File: config.mk
export PLATFORM = sky130hd
export DESIGN_NAME = uvs_emit
export DESIGN_NICKNAME = d
export VERILOG_FILES = /design/src/design/uvs_pkg.sv /design/src/design/uvs_emit.sv
export SDC_FILE = /design/constraint.sdc
export NUM_CORES = 1
export LEC_CHECK = 0
export BUFFER_PORTS_ARGS = -buffer_cell sky130_fd_sc_hd__buf_2
export CAP_MARGIN = 20
export CORE_MARGIN = 10
export CORE_UTILIZATION = 40
export CTS_CLUSTER_DIAMETER = 60
export DETAILED_ROUTE_END_ITERATION = 10
export GPL_TIMING_DRIVEN = 0
export PLACE_DENSITY = 0.66
export SYNTH_ARGS = -nofsm -noshare
export SYNTH_HDL_FRONTEND = slang
export SYNTH_SLANG_ARGS = --single-unit
File: constraint.sdc
create_clock -name clk_i -period 2.3 [get_ports clk_i]
set_input_delay 0.46 -clock clk_i [delete_from_list [all_inputs] [get_ports clk_i]]
set_output_delay 0.46 -clock clk_i [all_outputs]
set_load 0.02 [all_outputs]
File: src/design/uvs_pkg.sv
// ----------------------------------------------------------------------------
// UV sphere generator shared definitions
// Result kinds and the item record passed from the datapath to the emitter.
// ----------------------------------------------------------------------------
package uvs_pkg;

  localparam int unsigned IdxW = 20;
  localparam int unsigned PosW = 16;
  localparam int unsigned TexW = 16;

  typedef enum logic [1:0] {
    KIND_VERTEX   = 2'd0,
    KIND_TRIANGLE = 2'd1,
    KIND_REJECT   = 2'd2
  } kind_e;

  typedef struct packed {
    logic              reject;
    logic              is_edge;
    logic              upper;
    logic              lower;
    logic [PosW-1:0]   pos_x;
    logic [PosW-1:0]   pos_y;
    logic [PosW-1:0]   pos_z;
    logic [TexW-1:0]   tex_u;
    logic [TexW-1:0]   tex_v;
    logic [IdxW-1:0]   k1;
    logic [IdxW-1:0]   k2;
  } item_t;

endpackage

File: src/design/uvs_emit.sv
// ----------------------------------------------------------------------------
// Result emitter
// Turns one finished item into a vertex beat and up to two triangle beats, or a single reject beat.
// ----------------------------------------------------------------------------
module uvs_emit (
  input  logic                 clk_i,
  input  logic                 rst_ni,
  input  logic                 item_valid_i,
  input  uvs_pkg::item_t       item_i,
  output logic                 res_valid_o,
  output logic [1:0]           kind_o,
  output logic [15:0]          pos_x_o,
  output logic [15:0]          pos_y_o,
  output logic [15:0]          pos_z_o,
  output logic [15:0]          tex_u_o,
  output logic [15:0]          tex_v_o,
  output logic [19:0]          corner_a_o,
  output logic [19:0]          corner_b_o,
  output logic [19:0]          corner_c_o,
  output logic                 last_o
);

  import uvs_pkg::*;

  logic            valid_q;
  kind_e           kind_q;
  logic [PosW-1:0] pos_x_q, pos_y_q, pos_z_q;
  logic [TexW-1:0] tex_u_q, tex_v_q;
  logic [IdxW-1:0] ca_q, cb_q, cc_q;
  logic            last_q;
  logic            pend_up_q, pend_lo_q;
  logic [IdxW-1:0] k1_q, k2_q;

  always_ff @(posedge clk_i or negedge rst_ni) begin
    if (!rst_ni) begin
      valid_q   <= 1'b0;
      kind_q    <= KIND_VERTEX;
      pos_x_q   <= '0;
      pos_y_q   <= '0;
      pos_z_q   <= '0;
      tex_u_q   <= '0;
      tex_v_q   <= '0;
      ca_q      <= '0;
      cb_q      <= '0;
      cc_q      <= '0;
      last_q    <= 1'b0;
      pend_up_q <= 1'b0;
      pend_lo_q <= 1'b0;
      k1_q      <= '0;
      k2_q      <= '0;
    end else begin
      if (item_valid_i) begin
        valid_q <= 1'b1;
        ca_q    <= '0;
        cb_q    <= '0;
        cc_q    <= '0;
        k1_q    <= item_i.k1;
        k2_q    <= item_i.k2;
        if (item_i.reject) begin
          kind_q    <= KIND_REJECT;
          pos_x_q   <= '0;
          pos_y_q   <= '0;
          pos_z_q   <= '0;
          tex_u_q   <= '0;
          tex_v_q   <= '0;
          last_q    <= 1'b1;
          pend_up_q <= 1'b0;
          pend_lo_q <= 1'b0;
        end else begin
          kind_q    <= KIND_VERTEX;
          pos_x_q   <= item_i.pos_x;
          pos_y_q   <= item_i.pos_y;
          pos_z_q   <= item_i.pos_z;
          tex_u_q   <= item_i.tex_u;
          tex_v_q   <= item_i.tex_v;
          last_q    <= item_i.is_edge || (!item_i.upper && !item_i.lower);
          pend_up_q <= !item_i.is_edge && item_i.upper;
          pend_lo_q <= !item_i.is_edge && item_i.lower;
        end
      end else if (pend_up_q) begin
        valid_q   <= 1'b1;
        kind_q    <= KIND_TRIANGLE;
        pos_x_q   <= '0;
        pos_y_q   <= '0;
        pos_z_q   <= '0;
        tex_u_q   <= '0;
        tex_v_q   <= '0;
        ca_q      <= k1_q;
        cb_q      <= k2_q;
        cc_q      <= k1_q + 20'd1;
        last_q    <= !pend_lo_q;
        pend_up_q <= 1'b0;
      end else if (pend_lo_q) begin
        valid_q   <= 1'b1;
        kind_q    <= KIND_TRIANGLE;
        pos_x_q   <= '0;
        pos_y_q   <= '0;
        pos_z_q   <= '0;
        tex_u_q   <= '0;
        tex_v_q   <= '0;
        ca_q      <= k1_q + 20'd1;
        cb_q      <= k2_q;
        cc_q      <= k2_q + 20'd1;
        last_q    <= 1'b1;
        pend_lo_q <= 1'b0;
      end else begin
        valid_q <= 1'b0;
      end
    end
  end

  assign res_valid_o = valid_q;
  assign kind_o      = kind_q;
  assign pos_x_o     = pos_x_q;
  assign pos_y_o     = pos_y_q;
  assign pos_z_o     = pos_z_q;
  assign tex_u_o     = tex_u_q;
  assign tex_v_o     = tex_v_q;
  assign corner_a_o  = ca_q;
  assign corner_b_o  = cb_q;
  assign corner_c_o  = cc_q;
  assign last_o      = last_q;

endmodule

Yosys cells after proc, flatten, opt, wreduce, memory -nomap -nowiden:

Index checks and enable logic that the tools add are counted.

* output and inout port bits: 144
* logic and storage cells: 64
* bits in registers: 186
* bits of input ports: 127

* reductions and logical operators: 9
* multiplexer cells: 37
* equality and inequality tests: 1
* add/sub/neg operators: 2

Operators with widths (count)
* two-way mux 16 bit: 12
* two-way mux 20 bit: 9
* adder 20 x 1 -> 20 bit, second input constant: 2
* two-way mux 1 bit: 12
* two-way mux 2 bit: 4
* logical NOT 1 bit: 4
* logical AND 1 bit: 3
* nonzero test 3 bit: 1
* inequality test 2 bit, second input constant: 1
* logical OR 1 bit: 1

Longest topological paths before layout:

Gate-level depths: netlist of the first run.

* depth after elaboration: 5
* mapped depth: 7
* depth with buffers taken out: 6

Worst setup path before layout of the first run:

OpenSTA, ideal clock, no wires.

* kind: register to register
* start point: register k1_q[0]
* end point: register ca_q[18] (netlist: corner_a_o[18])
* path buffers: 0
* period minus slack after synthesis: 1.791 ns
* stages on the path, launching flop included: 7
* slack: 0.509 ns
* arrival time: 1.709 ns
* library setup time: 0.082 ns
* required time: 2.218 ns
* path through: dfrtp_1 > ha_1 > nand4_4 > nor3_4 > nand2_1 > or3_1 > a31oi_1

* word-level cells in the longest chain between the ends: 4

RTL lines
* start, declared: RTL line uvs_emit.sv:32 `logic [IdxW-1:0] k1_q, k2_q;`
* start signal, assigned: RTL line uvs_emit.sv:57 `k1_q <= item_i.k1;`
* adder 20 x 1 -> 20 bit: RTL line uvs_emit.sv:101 `ca_q <= k1_q + 20'd1;`
* two-way mux 20 bit: RTL line uvs_emit.sv:93 `end else if (pend_lo_q) begin`
* two-way mux 20 bit: RTL line uvs_emit.sv:80 `end else if (pend_up_q) begin`
* two-way mux 20 bit: RTL line uvs_emit.sv:52 `if (item_valid_i) begin`
* end signal, assigned: RTL line uvs_emit.sv:88 `ca_q <= k1_q;`
* end signal, assigned: RTL line uvs_emit.sv:101
* end, declared: RTL line uvs_emit.sv:29 `logic [IdxW-1:0] ca_q, cb_q, cc_q;`

No other way between the ends. The select of a mux whose other input is x is not followed.
A chain may end at the register's enable or synchronous reset.

Worst setup path in the final report of the first run:

Ends and elaborated chain as after synthesis.

==> summary.md, run 1 <==
| Metric | Value |
|---|---|
| Root Driver | `clkbuf_16` |
| CP top delay family | `simple AND/OR/NAND/NOR gates` |
| Hold Slack | `0.220 ns` |
| Initial antenna violation count | `0` |
| Flops & latches, synth | `186` |
| Clock Skew | `0.0141 ns` |
| TritonRoute pass-1 iters | `5` |
| Area growth syn-to-layout | `29.1%` |
| Max Clock Freq | `466 MHz` |
| Post-Syn Instances | `732` |
| Vias in the first global route | `6876` |
| Critical Path AT | `2.50 ns` |
| Yosys Warn Count | `0` |
| CTS Buf Count | `17` |
| Hold Startpoint | `item_i[1]` |
| H-tree depth | `4` |
| Nets | `1152` |
| Layout cells sized above 1 | `0.339` |
| DP Wirelength | `20.2 mm` |
| Final Setup Violations | `0` |
| Setup crit start kind | `register` |
| Finished layout cell area | `10400 sq um` |
| Asr flop ratio synth | `1.00` |
| Crit path buffers/inverters | `0` |
| Post-layout min period | `2.14 ns` |
| Diode count | `0` |
| CP Data Required Time | `2.65 ns` |
| Top_reg_cell synth | `dfrtp_1` |
| PortBufs | `270` |
| Clock Latency Late Sink | `0.44 ns` |
| Comb power frac | `0.157` |
| Min setup slack post-route | `0.155 ns` |
| Max FO, Critical Path | `7` |
| Hold worst-path end | `k2_q[1]` |
| Int Power | `5.54 mW` |
| Net Switching | `2.39 mW` |
| Antenna-violating nets left | `0` |
| GR Overflow Total | `0` |
| Starting Density | `0.410` |
| Worst R2R End | `corner_a_o[18]` |
| R2R cell count | `6` |
| Syn Nets | `861` |
| CP Cell Sequence | `ha_1 -> nand4_4 -> nor3_4 -> nand2_1 -> or3_1 -> a31oi_1` |
| Count leader, synth | `dfrtp_1` |
| First DRT Iteration DRCs | `528` |
| Slew HR | `0.257` |
| CTS Buffer Depth | `2` |
| WL final | `26.7 mm` |
| Synthesized area | `8030 sq um` |
| Largest net degree at the start of global routing | `124` |
| Drc violations | `0` |
| First-pass GRT wire length | `40.9 mm` |
| Worst-Margin Slew | `1.11 ns` |
| Rows | `51` |
| Placer Congestion | `0.849` |
| Avg Synthesized Cell Area | `11.0 sq um` |
| Post-synthesis cell type count | `58` |
| Net Sw Frac | `0.301` |
| Post-DR wirelength/cell | `20.5 um` |
| VDD IR-drop max | `0.427 mV` |
| Final Hold Fails | `0` |
| Seq/Total Area, Yosys | `0.580` |
| FF-to-FF Start | `k1_q[0]` |
| Sink Count | `186` |
| Hold depth | `3` |
| Ports | `271` |
| DR vias | `6822` |
| Period utilisation layout | `0.932` |
| Post-synth top cells | `dfrtp_1, nand2_1, a22o_1` |
| Outcome | `completed` |
| Cells after DPL | `1268` |
| R2R Setup Slk | `0.16 ns` |
| RSZ-0062 raised after global routing | `no` |
| WS Path Type | `register to register` |
| Final Non-Filler Cells | `1300` |
| Max cap viols | `0` |
| Avg Vias per Cell | `5.25` |
| CP endpoint kind | `register` |
| Die area | `26100 sq um` |
| Top cell type's share of synthesized area | `0.580` |
| Post-synth EDFFs | `0` |
| Area leader, netlist | `dfrtp_1` |
| Slowest stage cell, crit path | `dfrtp_1` |
| Clk slew on worst S/H paths | `0.07 ns` |
| CTS tree | `done` |
| Clock power frac | `0.377` |
| Sequential fraction of design power | `0.466` |
| Leak | `5.23 nW` |
| Overall Global Routing Usage | `0.199` |
| Max-slew violations | `0` |
| Die Width | `162 um` |
| Placed Area | `9750 sq um` |
| Max stage delay on crit path | `0.47 ns` |
| Pre-CTS setup slack | `-0.152 ns` |
| Die H | `162 um` |
| Core Region | `19600 sq um` |
| Power density over the cells | `765 nW/um^2` |
| Ranking of synthesized cells by area | `dfrtp_1, a22o_1, nand2_1, o21ai_0, xor2_1` |
| Worst Hold Class | `input pin to register` |
[placed cells by master (no fill, tap or decap), types with 8 or more instances in the layout]
cell type  count
mux2_2        14
a21o_1         8
xnor2_1       14
nor2_1        35
xor2_1        19
nand2_1      121
nor3_1         8
dfrtp_1      186
a22oi_1        8
nand3_1       13
o22ai_1       10
buf_2        287
a21oi_1       25
o21ai_0       38
clkbuf_16     17
a22o_1        81
clkbuf_1      33
inv_1         10
nand4_1        8
[flip-flops by register name (all words and copies together) (netlist names), 16 cells and up]
register and count:
corner_a_o 20, corner_b_o 20, corner_c_o 20, k1_q 20
k2_q 20, pos_x_o 16, pos_y_o 16, pos_z_o 16
tex_u_o 16, tex_v_o 16
[timing repair]
item                       CTS  global route
hold endpoints to repair    63             0
hold buffers                 1             0
setup buffers                0             0
resized for setup            0             1
setup endpoints to repair    0             1
[routing by layer]
metal	wire, um	part of all wire	vias up	GRT usage
li1	-	-	3208	-
met1	11700	0.44	3366	0.256
met2	13000	0.49	221	0.323
met3	1560	0.058	27	0.0511
met4	415	0.016	0	0.0554
met5	0	0	-	0
[per-stage QoR]
step	setup TNS [ns]	total power, mW	utilization
floorplan	0	4.43	-
global placement	-426.64	4.99	0.496
detailed placement	-2.26	5.01	0.498
CTS	0	7.98	0.529
global route	0	8.24	0.529
finish	0	7.93	0.529
[power by group through the flow]
| stage | Clock (mW) | Combinational (mW) | Sequential (mW) |
|---|---|---|---|
| final | 2.99 | 1.25 | 3.70 |
| after global routing | 3.16 | 1.36 | 3.73 |
| after CTS | 3.02 | 1.26 | 3.69 |
| after detailed placement | 0 | 1.25 | 3.75 |
| after global placement | 0 | 1.24 | 3.75 |
| after floorplan | 0 | 0.478 | 3.95 |
[final cells by class]
type                    count  area (sq um)
fillers                  1831          9230
inverters                  11          41.3
plain buffers              55           230
clock buffers              18           439
clock inverters            13           156
repair buffers            272          1400
flip-flops and latches    186          4650
multi-input cells         480          3110
well taps                 265           332
[cell families (layout without fill, tap and decap cells)]
logic type,after synthesis,count (layout),synth area share
simple gates,227,227,0.141
flops,186,186,0.580
xor+xnor,33,33,0.0360
compound gates,197,197,0.178
mux,21,21,0.0284
fa+ha+maj,2,2,0.00312
buf+inv,66,369,0.0338
[worst reg2reg max path: cells and delay by family, from the launching register on]
| family | cells | cell delay [ns] |
|---|---|---|
| AND/OR/NAND/NOR | 4 | 1.06 |
| flip-flops | 1 | 0.47 |
| adder cells (fa/ha/maj) | 1 | 0.38 |
| AO/OA/AOI/OAI | 1 | 0.16 |
[worst max path at each step]
stage,cells after the start,start,to
6_report,6,k1_q[0],corner_a_o[18]
5_1_grt,7,pend_up_q,corner_c_o[18]
4_1_cts,6,k1_q[0],corner_c_o[14]
3_5_place_dp,6,item_valid_i,k2_q[13]
3_3_place_gp,1,rst_ni,pos_y_o[7]
2_1_floorplan,6,k1_q[0],corner_a_o[18]
Note: power is estimated with default switching activity, not from simulation.
==> run 2, diff against run 1 <==
Settings changed: ABC_AREA from default to 1.
==> run 2 against run 1 <==
  * Maximum frequency is 14% higher
  * First-iteration DRC count is 24% higher
  * Sequential cell count stayed put
  * Non-clock buffer count is 12 lower
  * Combinational power is 11% higher
  * Core utilization hardly changed
  * Worst hold slack worse by 0.15 ns
  * Routed wire length is 0.40% higher
  * Global-route usage is 0.64 points higher
  * Highest routed layer is now met5
==> summary.md, run 2 <==
| Metric | Value |
|---|---|
| Final Setup Violations | `0 (unchanged)` |
| Die area | `26200 sq um (+0.22%)` |
| Ranking of synthesized cells by area | `dfrtp_1, nand2_1, a22o_1, nand3_1, o21ai_0` |
| CTS tree | `done` |
| Flops & latches, synth | `186 (unchanged)` |
| Period utilisation layout | `0.821 (-0.112)` |
| Sink Count | `186 (unchanged)` |
| Crit path buffers/inverters | `0 (unchanged)` |
| Max stage delay on crit path | `0.46 ns (about the same)` |
| RSZ-0062 raised after global routing | `no` |
| Max-slew violations | `0 (unchanged)` |
| Post-layout min period | `1.89 ns (-0.257 ns)` |
| GR Overflow Total | `0 (unchanged)` |
| Synthesized area | `8050 sq um (+0.25%)` |
| Cts hold-fix bufs | `0 (-1)` |
| Critical Path AT | `2.20 ns (-0.30 ns)` |
| Die Width | `162 um (+0.11%)` |
| VDD IR-drop max | `0.511 mV (+20%)` |
| WL final | `26.8 mm (+0.40%)` |
| CP Cell Sequence | `ha_1 -> nand2_1 -> nor2_1 -> nand2_1 -> xor2_1 -> nand2_1 -> o211ai_1 -> nand2_1` |
| CP top delay family | `simple AND/OR/NAND/NOR gates` |
| Power density over the cells | `789 nW/um^2 (+3.1%)` |
| Slowest stage cell, crit path | `dfrtp_1` |
| Postcts setup bufs | `0 (unchanged)` |
| TritonRoute pass-1 iters | `5 (unchanged)` |
| Avg Vias per Cell | `5.06 (-3.6%)` |
| Clk slew on worst S/H paths | `0.07 ns (about the same)` |
| Placed Area | `9770 sq um (+0.21%)` |
| Clock Latency Late Sink | `0.44 ns (about the same)` |
| DP Wirelength | `20.6 mm (+1.8%)` |
| Slew HR | `0.457 (+0.200)` |
| Sum Neg Setup Slack | `0 ns (unchanged)` |
| Clock Skew | `0.00792 ns (-0.00618 ns)` |
| Root Driver | `clkbuf_16` |
| Worst Hold Class | `input pin to asynchronous set/reset pin` |
| Power, Total | `8.20 mW (+3.4%)` |
| Leak | `5.66 nW (+8.2%)` |
| First-pass GRT wire length | `42.5 mm (+4.0%)` |
| Placer Congestion | `0.929 (+9.4%)` |
| Die H | `162 um (+0.11%)` |
| Area leader, netlist | `dfrtp_1` |
| Max Clock Freq | `530 MHz (+14%)` |
| Outcome | `completed` |
| Ports | `271 (unchanged)` |
| First DRT Iteration DRCs | `653 (+24%)` |
| Initial antenna violation count | `1 (+1)` |
| DR vias | `7276 (+6.7%)` |
| CTS Buf Count | `17 (unchanged)` |
| Post-Syn Instances | `870 (+19%)` |
| Vias in the first global route | `7507 (+9.2%)` |
| CP endpoint kind | `register` |
| Post-DR wirelength/cell | `18.6 um (-9.2%)` |
| Yosys Warn Count | `0 (unchanged)` |
| Worst-Margin Slew | `0.815 ns (-0.296 ns)` |
| Post-synthesis cell type count | `31 (-47%)` |
| Post-synth top cells | `nand2_1, dfrtp_1, a22o_1` |
| Overall Global Routing Usage | `0.205 (+0.00637)` |
| Cells after DPL | `1406 (+11%)` |
| Diode count | `0 (unchanged)` |
| Post-synth EDFFs | `0 (unchanged)` |
| PortBufs | `270 (unchanged)` |
| Avg Synthesized Cell Area | `9.25 sq um (-16%)` |
| Top_reg_cell synth | `dfrtp_1` |
| Seq/Total Area, Yosys | `0.578 (-0.00144)` |
| Finished layout cell area | `10400 sq um (+0.30%)` |
| Drc violations | `0 (unchanged)` |
| Commonest cells after routing, fill and taps aside | `nand2_1, buf_2, dfrtp_1` |
| Final Hold Fails | `0 (unchanged)` |
| Syn Nets | `999 (+16%)` |
| Top cell type's share of synthesized area | `0.578 (-0.00144)` |
| Nets | `1289 (+12%)` |
| Rows | `51 (unchanged)` |
| Setup crit start kind | `register` |
| Most common cell after layout, fill and taps aside | `nand2_1` |
| Antenna-violating nets left | `0 (unchanged)` |
| Max FO, Critical Path | `5 (-2)` |
| WS Path Type | `register to register` |
| CTS Buffer Depth | `2 (unchanged)` |
| Count leader, synth | `nand2_1` |
| Hold Slack | `0.0668 ns (-0.153 ns)` |
| Most used cell, CP | `nand2_1` |
| Layout cells sized above 1 | `0.294 (-0.0450)` |
| Asr flop ratio synth | `1.00 (unchanged)` |
| Starting Density | `0.409 (about the same)` |
| Core Region | `19700 sq um (+0.33%)` |
| Final Non-Filler Cells | `1438 (+11%)` |
| H-tree depth | `4 (unchanged)` |
| Area growth syn-to-layout | `29.1% (about the same)` |
| CP Data Required Time | `2.61 ns (-0.04 ns)` |
| Largest net degree at the start of global routing | `109 (-12%)` |
| Max cap viols | `0 (unchanged)` |
| Resized Gates After CTS | `0 (unchanged)` |
==> run 2: cell count changes in the layout (fill, tap and decap cells not counted), moves of 12 or more <==
cell      change
a21oi_1      -15
clkbuf_1     -23
inv_1        +33
mux2_2       -14
nand2_1     +183
nand3_1      +41
o21ai_0      +15
xnor2_1      -12
==> run 2: layer usage <==
metal | GRT usage | share of wire
met5 | 0 | 0.00026
met4 | 0.0666 | 0.025
met1 | 0.267 | 0.43
met2 | 0.322 | 0.47
met3 | 0.0584 | 0.076
==> run 2: path summary, 6_finish.rpt <==
kind | depth (start not counted) | end | slack (ns) | from
max | 8 | corner_a_o[8] | 0.41 | k1_q[0]
min | 1 | corner_c_o[13] | 0.07 | rst_ni
max in group asynchronous | 2 | pos_z_o[2] | 1.34 | rst_ni
min in group clk_i | 3 | k2_q[19] | 0.22 | item_i[19]
min reg2reg | 2 | corner_a_o[13] | 0.48 | corner_a_o[13]
max reg2reg | 8 | corner_a_o[8] | 0.41 | k1_q[0]
==> run 2: final cells by class <==
type / instances / area, sq um
fillers: 1879 / 9260
flip-flops and latches: 186 / 4650
multi-input cells: 593 / 2970
repair buffers: 271 / 1390
clock buffers: 17 / 425
well taps: 265 / 332
plain buffers: 44 / 240
clock inverters: 15 / 198
inverters: 47 / 179
==> run 2: cell families after synthesis <==
logic type | count (synthesis) | synth area share
compound gates | 164 | 0.146
xor+xnor | 10 | 0.0109
fa+ha+maj | 2 | 0.00311
buf+inv | 91 | 0.0521
flops | 186 | 0.578
simple gates | 417 | 0.209
==> run 2: power by group <==
group	internal, mW	switching, mW
Sequential	3.55	0.212
Clock	1.58	1.47
Combinational	0.488	0.901
Total	5.62	2.58
==> run 2: stage by stage <==
step,utilization,worst slack (ns)
finish,0.529,0.412
global route,0.529,0.147
CTS,0.529,0.454
detailed placement,0.497,0.451
global placement,0.495,-2.32
floorplan,-,0.816
