$ cat src/design/uvs_div.sv
// ----------------------------------------------------------------------------
// Pipelined restoring divider
// One quotient bit per register stage; the top of the numerator must be
// below the divisor.
// ----------------------------------------------------------------------------
module uvs_div #(
  parameter int unsigned QW = 21,
  parameter int unsigned DW = 11,
  parameter int unsigned NW = QW + DW
) (
  input  logic          clk_i,
  input  logic [NW-1:0] num_i,
  input  logic [DW-1:0] den_i,
  output logic [QW-1:0] quo_o
);

  logic [DW-1:0] rem_q [QW];
  logic [QW-1:0] low_q [QW];
  logic [QW-1:0] quo_q [QW];
  logic [DW-1:0] den_q [QW];

  for (genvar i = 0; i < QW; i++) begin : g_stage
    logic [DW-1:0] rem_in;
    logic [QW-1:0] low_in;
    logic [QW-1:0] quo_in;
    logic [DW-1:0] den_in;
    logic [DW:0]   trial;
    logic [DW:0]   diff;

    if (i == 0) begin : g_first
      assign rem_in = num_i[NW-1:QW];
      assign low_in = num_i[QW-1:0];
      assign quo_in = '0;
      assign den_in = den_i;
    end else begin : g_next
      assign rem_in = rem_q[i-1];
      assign low_in = low_q[i-1];
      assign quo_in = quo_q[i-1];
      assign den_in = den_q[i-1];
    end

    assign trial = {rem_in, low_in[QW-1-i]};
    assign diff  = trial - {1'b0, den_in};

    always_ff @(posedge clk_i) begin
      low_q[i] <= low_in;
      den_q[i] <= den_in;
      if (trial >= {1'b0, den_in}) begin
        rem_q[i] <= diff[DW-1:0];
        quo_q[i] <= {quo_in[QW-2:0], 1'b1};
      end else begin
        rem_q[i] <= trial[DW-1:0];
        quo_q[i] <= {quo_in[QW-2:0], 1'b0};
      end
    end
  end

  assign quo_o = quo_q[QW-1];

endmodule

$ cat config.mk
export PLATFORM = sky130hd
export DESIGN_NAME = uvs_div
export DESIGN_NICKNAME = d
export VERILOG_FILES = /design/src/design/uvs_div.sv
export SDC_FILE = /design/constraint.sdc
export NUM_CORES = 1
export LEC_CHECK = 0
export ABC_CLOCK_PERIOD_IN_PS = 2200
export BUFFER_PORTS_ARGS = -buffer_cell sky130_fd_sc_hd__buf_2
export CAP_MARGIN = 20
export CORE_UTILIZATION = 56
export CTS_CLUSTER_DIAMETER = 120
export DETAILED_ROUTE_END_ITERATION = 8
export PLACE_DENSITY = 0.71
export SLEW_MARGIN = 20
export SYNTH_ARGS = -nofsm -noshare
export SYNTH_HDL_FRONTEND = slang
export SYNTH_SLANG_ARGS = --single-unit
$ cat constraint.sdc
create_clock -name clk_i -period 2.2 [get_ports clk_i]
set_clock_uncertainty 0.05 [all_clocks]
set_input_delay 0 -clock clk_i [delete_from_list [all_inputs] [get_ports clk_i]]
set_output_delay 0 -clock clk_i [all_outputs]
set_load 0.05 [all_outputs]
Word level (Yosys, flattened, before mapping)
Memory sizes are Yosys's and may differ from the RTL's.
Cells that the tools add are included.
{"block": "op_classes", "n_addsub": 21, "n_lt_le_gt_ge": 21, "n_mux": 105, "bitwise": 42}
{"operator": "two-way mux 21 bit", "count": 21}
{"operator": ">= comparator 12 x 11 -> 1 bit", "count": 21}
{"operator": "two-way mux 11 bit", "count": 21}
{"operator": "subtractor 11 bit", "count": 21}
{"operator": "two-way mux 1 bit", "count": 63}
{"operator": "OR 1 bit", "count": 42}
{"block": "totals", "regBits": 0, "mem_bits_rw": 1344, "inputBits": 44, "output_inout_bits": 21, "elab_cells": 193, "n_memories": 4}
{"name": "low_q", "words": 21, "width": 21, "read_ports": 20, "rd_ports_with_merged_regs": 0, "write_ports": 21, "line_no": "18", "source": "logic [QW-1:0] low_q [QW];"}
{"name": "quo_q", "words": 21, "width": 21, "read_ports": 21, "rd_ports_with_merged_regs": 0, "write_ports": 21, "line_no": "19", "source": "logic [QW-1:0] quo_q [QW];"}
{"name": "den_q", "words": 21, "width": 11, "read_ports": 20, "rd_ports_with_merged_regs": 0, "write_ports": 21, "line_no": "20", "source": "logic [DW-1:0] den_q [QW];"}
{"name": "rem_q", "words": 21, "width": 11, "read_ports": 20, "rd_ports_with_merged_regs": 0, "write_ports": 21, "line_no": "17", "source": "logic [DW-1:0] rem_q [QW];"}

Depth between registers and ports, before layout
Gate-level depths: netlist of the first run.
An unclocked memory read counts as a cell.
{"block": "depth", "ltp_word": 5, "depth_mapped": 11, "mapped_depth_nobuf": 11}

Worst setup path before layout of the first run
OpenSTA, ideal clock, no wires.
{"block": "synth_path", "path_kind": "register to register", "start": "memory low_q[5][14] (netlist: low_q[1][35])", "end": "memory rem_q[6][9] (netlist: rem_q[1][31])", "setup_ps": 123, "arrival_time_ps": 2215, "required_ps": 2027, "path_slack_ps": -188, "stages_incl_launch_ff": 12, "n_path_buf": 1, "period_less_slack_ps": 2388, "path_cell_list": "dfxtp_1 -> inv_1 -> ha_1 -> fa_1 -> and2b_1 -> o21ai_1 -> nand2b_1 -> a41o_1 -> a21oi_1 -> o21bai_1 -> buf_6 -> mux2_1"}
{"element": "from (decl)", "line_no": "18"}
{"element": "to (decl)", "line_no": "17"}

==> results.yml, run 1 <==
yosys:
  synth_top_family_by_area: "adder cells"
  yosysSeqAreaShare: 0.567
  synth-xor-area-share: 0.0380
  postSynthAreaPerCell_um2: 11.5
  synthAdderAreaFrac: 0.106
  synthMuxAreaShare: 0.0770
  synth_warnings: 0
  synth-simple-area-share: 0.0663
  synth_compound_area_frac: 0.105
  ys_types: 70
  async_flop_share: 0
  synth_edf_count: 0
  synth.top_cells.by_area: "dfxtp_1, ha_1, inv_1"
  syn-num-nets: 3011
  yosysTopAreaCell: "dfxtp_1"
  syn_area_um2: 31100
  ys_ff_latch: 881
  yosysTopAreaCellShare: 0.567
  syn_inst: 2716
  synthFlopType: "dfxtp_1"
worst_setup_path:
  cp_data_arrival_time_ps: 2850
  worst_setup_path_start_kind: "register"
  r2r_start: "low_q[0][39]$_DFF_P_"
  worstPathRequired_ps: 2640
  worst-setup-path-type: "register to register"
  r2r_end: "rem_q[0][24]$_DFF_P_"
  end_kind: "register"
  path_max_fanout: 6
  critical_path.startpoint: "low_q[0][39]$_DFF_P_"
  ff2ff_path_depth: 11
  reg2reg_slack_ps: -210
  setup.worst_path.end: "rem_q[0][24]$_DFF_P_"
die:
  num_rows: 86
  core-area_um2: 55000
  dieHeight_um: 238
  die_w_um: 238
  die-area_um2: 56500
  ios: 65
  initial_core_util: 0.566
layout:
  finalNetCount: 3478
  diodes: 0
  multi_input_area_um2: 13300
  drive_gt1_frac: 0.257
  final_common_cell: "dfxtp_1"
  fin_area_um2: 39000
  area_growth_syn_to_layout_pct: 25.5
  fill_cells: 3815
  regArea_um2: 17700
  fin_cells: 3990
  final_cell_mix: "dfxtp_1, inv_1, buf_4, ha_1, mux2_4"
drt:
  remaining_drc_errors: 0
  drt-total-wl_mm: 62.2
  drt_pass1_iterations: 5
  drt_iter0_markers: 912
  viasPerCell: 5.06
  wl_per_cell_um: 15.6
  antenna_left: 0
  vias: 20200
pwr:
  combPwrFrac: 0.432
  p_sw_frac: 0.318
  p_sw_uw: 20800
  power.density_nw_per_um2: 1670
  pwr-share-seq: 0.347
  fin_total_pwr_uw: 65200
  internal_power_uw: 44400
  power_leakage_uw: 0.0183
  irDropWorstVdd_mv: 0.936
  clkPwrFrac: 0.220
timing:
  rsz0062_at_grt: "true"
  tightestPinTransition_ps: 564
  slew_violations: 0
  postLayoutSetupSlackWorst_ps: -205
  setup_viol: 142
  fmax_ghz: 0.416
  fin_crit_sh: 1.09
  max_slew_margin: 0.620
  period_needed_ps: 2410
  hold_violations: 0
status:
  status: "complete, but fails checks"
  violations: "negative setup slack"
clock_tree:
  htree_levels: 3
  clock_sinks: 881
  cts_buffers: 85
  clk_pin_slew_worst_paths_ps: 70
  cts_buffer_depth: 3
  cts_root_buffer: "clkbuf_16"
  cts_tree: "done"
  clock_latency_ps: 610
global_route:
  grt_start_max_net_pins: 18
  overflow: 0
  grt_first_pass_wirelength_mm: 99.7
  grt_pass1_vias: 20900
  grtUsageTotal: 0.218
  antenna_found_initial: 0
place:
  post_dp_cell_area_um2: 34100
  io_buffers: 64
  place.gp.congestion: 0.871
  placed_cells_incl_taps: 3705
  post-dp-hpwl_mm: 42.9
hold_path:
  hold_path_class: "input pin to register"
run:
  maxCapViolations: 0
## kinds of logic (layout without fill, tap and decap cells)
logic type / count (synthesis) / count (layout)
xor+xnor: 135 / 135
simple gates: 427 / 427
fa+ha+maj: 251 / 251
mux: 203 / 203
flops: 881 / 881
compound gates: 504 / 504
buf+inv: 315 / 841
## flip-flops by register name, indices dropped and copies added, names as in the netlist
signal and cells:
den_q 220, low_q 210, quo_q 231, rem_q 220
## synth_stat cells (22+ instances only)
master	count
a21oi_1	170
nor2b_1	34
nor2_1	107
ha_1	231
a21o_1	44
xnor2_1	101
dfxtp_1	881
o21ai_0	100
xor2_1	34
mux2_1	76
nand2_1	146
inv_1	290
mux2i_1	43
o211ai_1	32
nand3_1	22
mux2_4	44
mux2_2	40
## power groups by stage
stage / logic (uW) / clock network, uW / registers, uW
6_report: 28200 / 14400 / 22700
5_1_grt: 30800 / 15400 / 23000
4_1_cts: 27200 / 14700 / 22700
3_5_place_dp: 25100 / 0 / 22900
3_3_place_gp: 24400 / 0 / 22900
2_1_floorplan: 18600 / 0 / 22400
## per-layer routing
metal	routed length [um]	GRT usage	up-vias	share of wire
met4	1580	0.0655	0	0.025
met2	32700	0.412	335	0.53
met5	0	0	-	0
met3	1840	0.0366	126	0.030
li1	-	-	10200	-
met1	26100	0.248	9560	0.42
## stage by stage
step | setup TNS, ps | setup WS, ps | hold slack, ps | utilization
final | -10710 | -205 | 27.0 | 0.710
after global routing | -30140 | -303 | 6.34 | 0.710
after CTS | -9510 | -152 | 7.20 | 0.699
after detailed placement | -13810 | -147 | 54.7 | 0.619
after global placement | -6130 | -106 | 52.6 | 0.619
after floorplan | -6980 | -118 | -22.3 | -
## timing repair
action / CTS / global route
cloned: 4 / 2
hold buffers: 72 / 0
buffers inserted: 35 / 31
resized for setup: 178 / 106
setup endpoints to repair: 185 / 225
pin swaps: 37 / 47
hold endpoints to repair: 43 / 0
## area by class of cell
class / instances / area share
timing repair buffer: 404 / 0.0835
inverter: 291 / 0.0280
clock inverter: 30 / 0.00897
multi-input combinational: 1520 / 0.340
clock buffer: 116 / 0.0627
tap: 748 / 0.0240
sequential: 881 / 0.453
## worst max-delay path: stages (launching register included)
cell and delay [ps]:
dfxtp_2 330, inv_2 50, ha_4 170, fa_2 370, nor2b_4 160, o21ai_4 70, nand2b_4 80, a41o_1 150
a21oi_2 80, o31ai_2 220, buf_4 230, mux2_2 340
## how the worst min path moves through the flow
| stage | startpoint | to | slack [ps] | cells after the start |
|---|---|---|---|---|
| after global routing | num_i[11] | low_q[0][11]$_DFF_P_ | 6 | 2 |
| after floorplan | den_i[0] | den_q[0][0]$_DFF_P_ | -20 | 0 |
| final | num_i[11] | low_q[0][11]$_DFF_P_ | 30 | 2 |
| after global placement | num_i[3] | low_q[0][3]$_DFF_P_ | 50 | 1 |
| after detailed placement | num_i[16] | low_q[0][16]$_DFF_P_ | 50 | 1 |
| after CTS | num_i[11] | low_q[0][11]$_DFF_P_ | 7 | 2 |
(Power assumes the default switching activity.)
==> inputs of run 2 (changes only) <==
==> config.mk (replaced) <==
export PLATFORM = sky130hd
export DESIGN_NAME = uvs_div
export DESIGN_NICKNAME = d
export VERILOG_FILES = /design/src/design/uvs_div.sv
export SDC_FILE = /design/constraint.sdc
export NUM_CORES = 1
export LEC_CHECK = 0
export ABC_CLOCK_PERIOD_IN_PS = 2200
export CAP_MARGIN = 20
export CORE_UTILIZATION = 56
export CTS_CLUSTER_DIAMETER = 120
export DETAILED_ROUTE_END_ITERATION = 8
export DONT_BUFFER_PORTS = 1
export PLACE_DENSITY = 0.7
export SLEW_MARGIN = 15
export SYNTH_ARGS = -nofsm -noshare
export SYNTH_HDL_FRONTEND = slang
export SYNTH_SLANG_ARGS = --single-unit
==> run 2 against run 1 <==
  * The flow still finishes with violations (negative setup slack)
  * Sequential power is 2% higher
  * Critical path depth stayed put
  * Clock power is 6% higher
  * Combinational power hardly changed
  * Register-to-register slack better by 20 ps
  * Power is 1.7% higher
  * Global-route usage is 0.18 points higher
  * Critical path type unchanged
  * Critical endpoint is now rem_q[0][43]$_DFF_P_
  * Largest cell class unchanged
==> results.yml, run 2 (synthesis results as in run 1) <==
status:
  status: "complete, but fails checks"
  violations: "negative setup slack"
pwr:
  pwr-share-seq: 0.350
  combPwrFrac: 0.420
  internal_power_uw: 44800
  p_sw_uw: 21500
  p_sw_frac: 0.324
  irDropWorstVdd_mv: 0.936
  power_leakage_uw: 0.0182
  fin_total_pwr_uw: 66300
  power.density_nw_per_um2: 1700
  clkPwrFrac: 0.230
drt:
  drt_pass1_iterations: 5
  vias: 20200
  wl_per_cell_um: 16.0
  drt_iter0_markers: 952
  antenna_left: 0
  viasPerCell: 5.11
  remaining_drc_errors: 0
  drt-total-wl_mm: 63.1
timing:
  fmax_ghz: 0.419
  max_slew_margin: 0.634
  timing.setup.tns_ps: -13820
  period_needed_ps: 2390
  postLayoutSetupSlackWorst_ps: -187
  hold_violations: 0
  hold_ws_ps: 33.3
  slew_violations: 0
  rsz0062_at_grt: "true"
  fin_crit_sh: 1.09
  setup_viol: 164
  tightestPinTransition_ps: 543
clock_tree:
  htree_levels: 3
  cts_buffer_depth: 3
  clock_sinks: 881
  cts_tree: "done"
  cts_root_buffer: "clkbuf_16"
  cts_buffers: 86
  clk_pin_slew_worst_paths_ps: 60
  clock_latency_ps: 630
global_route:
  grt_first_pass_wirelength_mm: 101
  grt_start_max_net_pins: 21
  overflow: 0
  antenna_found_initial: 0
  grtUsageTotal: 0.220
  grt_pass1_vias: 20700
layout:
  final_cell_mix: "dfxtp_1, inv_1, buf_4, ha_1, mux2_4"
  final_common_cell: "dfxtp_1"
  final_util: 0.711
  finalNetCount: 3420
  top_register: "quo_q"
  reg.largest.list: "quo_q x231, den_q x220, rem_q x220"
  diodes: 0
  largest_reg_flops: 231
  area_growth_syn_to_layout_pct: 25.7
  regArea_um2: 17700
  multi_input_area_um2: 13400
  fill_cells: 3732
  drive_gt1_frac: 0.256
hold_path:
  hold_path_class: "input pin to register"
  hold_start: "num_i[23]"
  hold_path_end: "rem_q[0][3]$_DFF_P_"
  holdPathStages: 2
die:
  ios: 65
  die-area_um2: 56500
  dieHeight_um: 238
  num_rows: 86
  initial_core_util: 0.566
  core-area_um2: 55000
  die_w_um: 238
run:
  maxCapViolations: 0
worst_setup_path:
  reg2reg_slack_ps: -190
  r2r_start: "low_q[0][59]$_DFF_P_"
  path_max_fanout: 5
  end_kind: "register"
  cp_data_arrival_time_ps: 2850
  worstPathRequired_ps: 2660
  ff2ff_path_depth: 11
  r2r_end: "rem_q[0][43]$_DFF_P_"
  worst-setup-path-type: "register to register"
  worst_setup_path_start_kind: "register"
place:
  place.gp.congestion: 0.865
  io_buffers: 0
  post-dp-hpwl_mm: 41.7
[run 2: final cells by class]
type	instances	share of cell area
multi-input cells	1520	0.342
clock buffers	107	0.0611
inverters	291	0.0280
repair buffers	345	0.0761
flip-flops and latches	881	0.453
well taps	748	0.0239
clock inverters	53	0.0160
[run 2: what timing repair did]
action	4_1_cts	5_1_grt
gates resized for setup	204	126
buffers inserted	50	37
gates cloned	9	3
endpoints found under the setup margin	199	220
hold buffers	74	0
hold endpoints to repair	43	0
pin swaps	54	64
[run 2: metrics by stage]
stage | setup WS, ps | std cells | area (um^2)
after global routing | -290 | 3945 | 39100
after CTS | -228 | 3916 | 38500
after floorplan | -118 | 2716 | 31500
final | -187 | 3945 | 39100
after global placement | -163 | 3624 | 33600
after detailed placement | -195 | 3624 | 33600
[run 2: metal layers]
layer | global-route usage | up-vias | share of wire | wire (um)
met5 | 0 | - | 0 | 0
met3 | 0.0373 | 123 | 0.030 | 1880
met4 | 0.0725 | 0 | 0.026 | 1650
li1 | - | 10100 | - | -
met1 | 0.245 | 9639 | 0.41 | 26000
met2 | 0.418 | 337 | 0.53 | 33600
[run 2: power groups by stage]
stage | clock, uW | combinational (uW) | sequential [uW]
3_3_place_gp | 0 | 23400 | 23400
6_report | 15200 | 27900 | 23200
2_1_floorplan | 0 | 18600 | 22400
3_5_place_dp | 0 | 24100 | 23400
5_1_grt | 16200 | 30400 | 23600
4_1_cts | 15500 | 26800 | 23200
[run 2: how the worst max path moves through the flow]
stage                         start                    to  slack [ps]  depth (start not counted)
4_1_cts        low_q[3][27]$_DFF_P_  rem_q[3][30]$_DFF_P_        -230                         11
3_3_place_gp   low_q[3][27]$_DFF_P_  rem_q[3][32]$_DFF_P_        -160                         11
5_1_grt        low_q[0][59]$_DFF_P_  rem_q[0][43]$_DFF_P_        -290                         11
3_5_place_dp   low_q[4][43]$_DFF_P_  rem_q[4][35]$_DFF_P_        -190                         11
6_report       low_q[0][59]$_DFF_P_  rem_q[0][43]$_DFF_P_        -190                         11
2_1_floorplan  low_q[1][35]$_DFF_P_  rem_q[1][25]$_DFF_P_        -120                         11
[run 2: worst max-delay path, stage by stage, from the launching register on]
cell,delay [ps]
dfxtp_2,320
inv_2,50
ha_4,160
fa_2,350
nor2b_2,160
o21ai_2,90
nand2b_4,80
a41o_1,130
a21oi_2,90
o31ai_4,260
buf_6,190
mux2_2,340
==> inputs of run 3 (changes only) <==
--- a/config.mk
+++ b/config.mk
@@ -9,8 +9,10 @@
 export CAP_MARGIN = 20
 export CORE_UTILIZATION = 56
 export CTS_CLUSTER_DIAMETER = 120
+export CTS_CLUSTER_SIZE = 40
 export DETAILED_ROUTE_END_ITERATION = 8
 export DONT_BUFFER_PORTS = 1
+export MAX_ROUTING_LAYER = met4
 export PLACE_DENSITY = 0.7
 export SLEW_MARGIN = 15
 export SYNTH_ARGS = -nofsm -noshare
==> run 3 against run 2 <==
  * Highest routed layer unchanged
  * Largest power group unchanged
  * Cell area shrank 5.7%
  * Die area is the same
  * The flow still finishes with violations (negative setup slack)
  * Critical path type unchanged
  * Critical path depth is the same
  * Wire length shrank 8.7%
==> results.yml, run 3 (synthesis results as in run 1) <==
drt:
  drt_iter0_markers: 804
  drt_pass1_iterations: 5
  wl_per_cell_um: 15.1
  drt-total-wl_mm: 57.6
  remaining_drc_errors: 0
  vias: 19200
  antenna_left: 0
  viasPerCell: 5.03
die:
  die-area_um2: 56500
  die_w_um: 238
  core-area_um2: 55000
  num_rows: 86
  dieHeight_um: 238
  initial_core_util: 0.566
  ios: 65
worst_setup_path:
  ff2ff_path_depth: 11
  worst_setup_path_start_kind: "register"
  reg2reg_slack_ps: -140
  r2r_end: "rem_q[0][27]$_DFF_P_"
  r2r_start: "low_q[0][39]$_DFF_P_"
  end_kind: "register"
  worstPathRequired_ps: 2670
  cp_data_arrival_time_ps: 2810
  path_max_fanout: 6
  worst-setup-path-type: "register to register"
pwr:
  power_leakage_uw: 0.0171
  irDropWorstVdd_mv: 0.863
  power.density_nw_per_um2: 1550
run:
  maxCapViolations: 0
place:
  post-dp-hpwl_mm: 41.3
  io_buffers: 0
  place.gp.congestion: 0.872
  place_ws_ps: -186
  placed_cells_incl_taps: 3627
global_route:
  grt_first_pass_wirelength_mm: 92.8
  grt_pass1_vias: 19400
  antenna_found_initial: 0
  overflow: 0
  grtUsageTotal: 0.205
  grt_start_max_net_pins: 41
layout:
  largest_reg_flops: 231
  final_cell_mix: "dfxtp_1, inv_1, buf_4, ha_1, mux2_4"
  drive_gt1_frac: 0.229
  final_common_cell: "dfxtp_1"
  diodes: 0
  reg.largest.list: "quo_q x231, den_q x220, rem_q x220"
  top_register: "quo_q"
  fin_cells: 3816
  finalNetCount: 3362
  area_growth_syn_to_layout_pct: 18.6
hold_path:
  holdPathStages: 2
  hold_path_class: "input pin to register"
  hold_start: "num_i[30]"
  hold_path_end: "rem_q[0][10]$_DFF_P_"
timing:
  hold_violations: 0
  max_slew_margin: 0.627
  setup_viol: 142
  tightestPinTransition_ps: 554
  fin_crit_sh: 1.06
  slew_violations: 0
  rsz0062_at_grt: "true"
  fmax_ghz: 0.428
  timing.setup.tns_ps: -10430
  postLayoutSetupSlackWorst_ps: -139
  period_needed_ps: 2340
clock_tree:
  cts_root_buffer: "clkbuf_16"
  clock_latency_ps: 620
  cts_buffers: 26
  clk_pin_slew_worst_paths_ps: 130
  cts_buffer_depth: 3
  cts_tree: "done"
  clock_sinks: 881
  htree_levels: 1
status:
  violations: "negative setup slack"
  status: "complete, but fails checks"
==> run 3: cell count changes in the layout (fill, tap and decap cells not counted), moves of 6 or more <==
cell        previous run  this run
clkinv_2              20         0
buf_6                 47        41
clkbuf_8              16         0
clkinv_4               7         0
bufinv_16             10         0
clkinvlp_4             9         0
clkbuf_16             86        29
==> run 3: worst max-delay path by stage <==
stage	endpoint	startpoint	cells past startpoint
2_1_floorplan	rem_q[1][25]$_DFF_P_	low_q[1][35]$_DFF_P_	11
3_3_place_gp	rem_q[3][32]$_DFF_P_	low_q[3][27]$_DFF_P_	11
3_5_place_dp	rem_q[3][32]$_DFF_P_	low_q[3][27]$_DFF_P_	11
4_1_cts	rem_q[0][24]$_DFF_P_	low_q[0][39]$_DFF_P_	11
5_1_grt	rem_q[3][34]$_DFF_P_	low_q[3][47]$_DFF_P_	12
6_report	rem_q[0][27]$_DFF_P_	low_q[0][39]$_DFF_P_	11
==> run 3: critical path, cell delays in order, from the launching register on <==
cell and delay, ps:
dfxtp_2 360, inv_2 50, ha_4 160, fa_2 340, nor2b_2 130, o21ai_2 80, nand2b_4 80, a41o_1 130
a21oi_2 70, o31ai_2 250, buf_4 230, mux2_4 310
==> run 3: power breakdown <==
| part | switching [uW] | internal (uW) |
|---|---|---|
| clock | 4350 | 2260 |
| combinational | 12200 | 15400 |
| sequential | 2670 | 20400 |
==> run 3: cell type report <==
type,instances,area [um^2]
clock inverters,1,30.0
fillers,4140,18100
clock buffers,28,679
multi-input cells,1520,13400
inverters,291,1090
well taps,748,936
flip-flops and latches,881,17700
repair buffers,347,3010
==> run 3: per-stage QoR <==
| stage | hold slack, ps | area, um^2 | utilization | power, uW |
|---|---|---|---|---|
| after floorplan | -22.3 | 31500 | - | 41100 |
| after global placement | -22.2 | 33600 | 0.612 | 46900 |
| after detailed placement | -22.2 | 33600 | 0.612 | 47500 |
| after CTS | 0.898 | 36200 | 0.658 | 56500 |
| after global routing | 19.3 | 36900 | 0.671 | 61200 |
| final | 38.9 | 36900 | 0.671 | 57300 |
==> run 3: per-layer routing <==
layer | global-route usage | up-vias | routed length, um
met1 | 0.238 | 9032 | 25100
met4 | 0.0559 | 0 | 1590
li1 | - | 9878 | -
met2 | 0.378 | 205 | 29800
met3 | 0.0177 | 86 | 1100
met5 | - | - | 0
==> run 3: repair_timing <==
item                                    4_1_cts  5_1_grt
cloned                                        7        4
pin swaps                                    46       62
gates resized for setup                     189      146
hold buffers                                 76        0
hold endpoints to repair                     43        0
endpoints found under the setup margin      193      226
setup buffers                                51       31
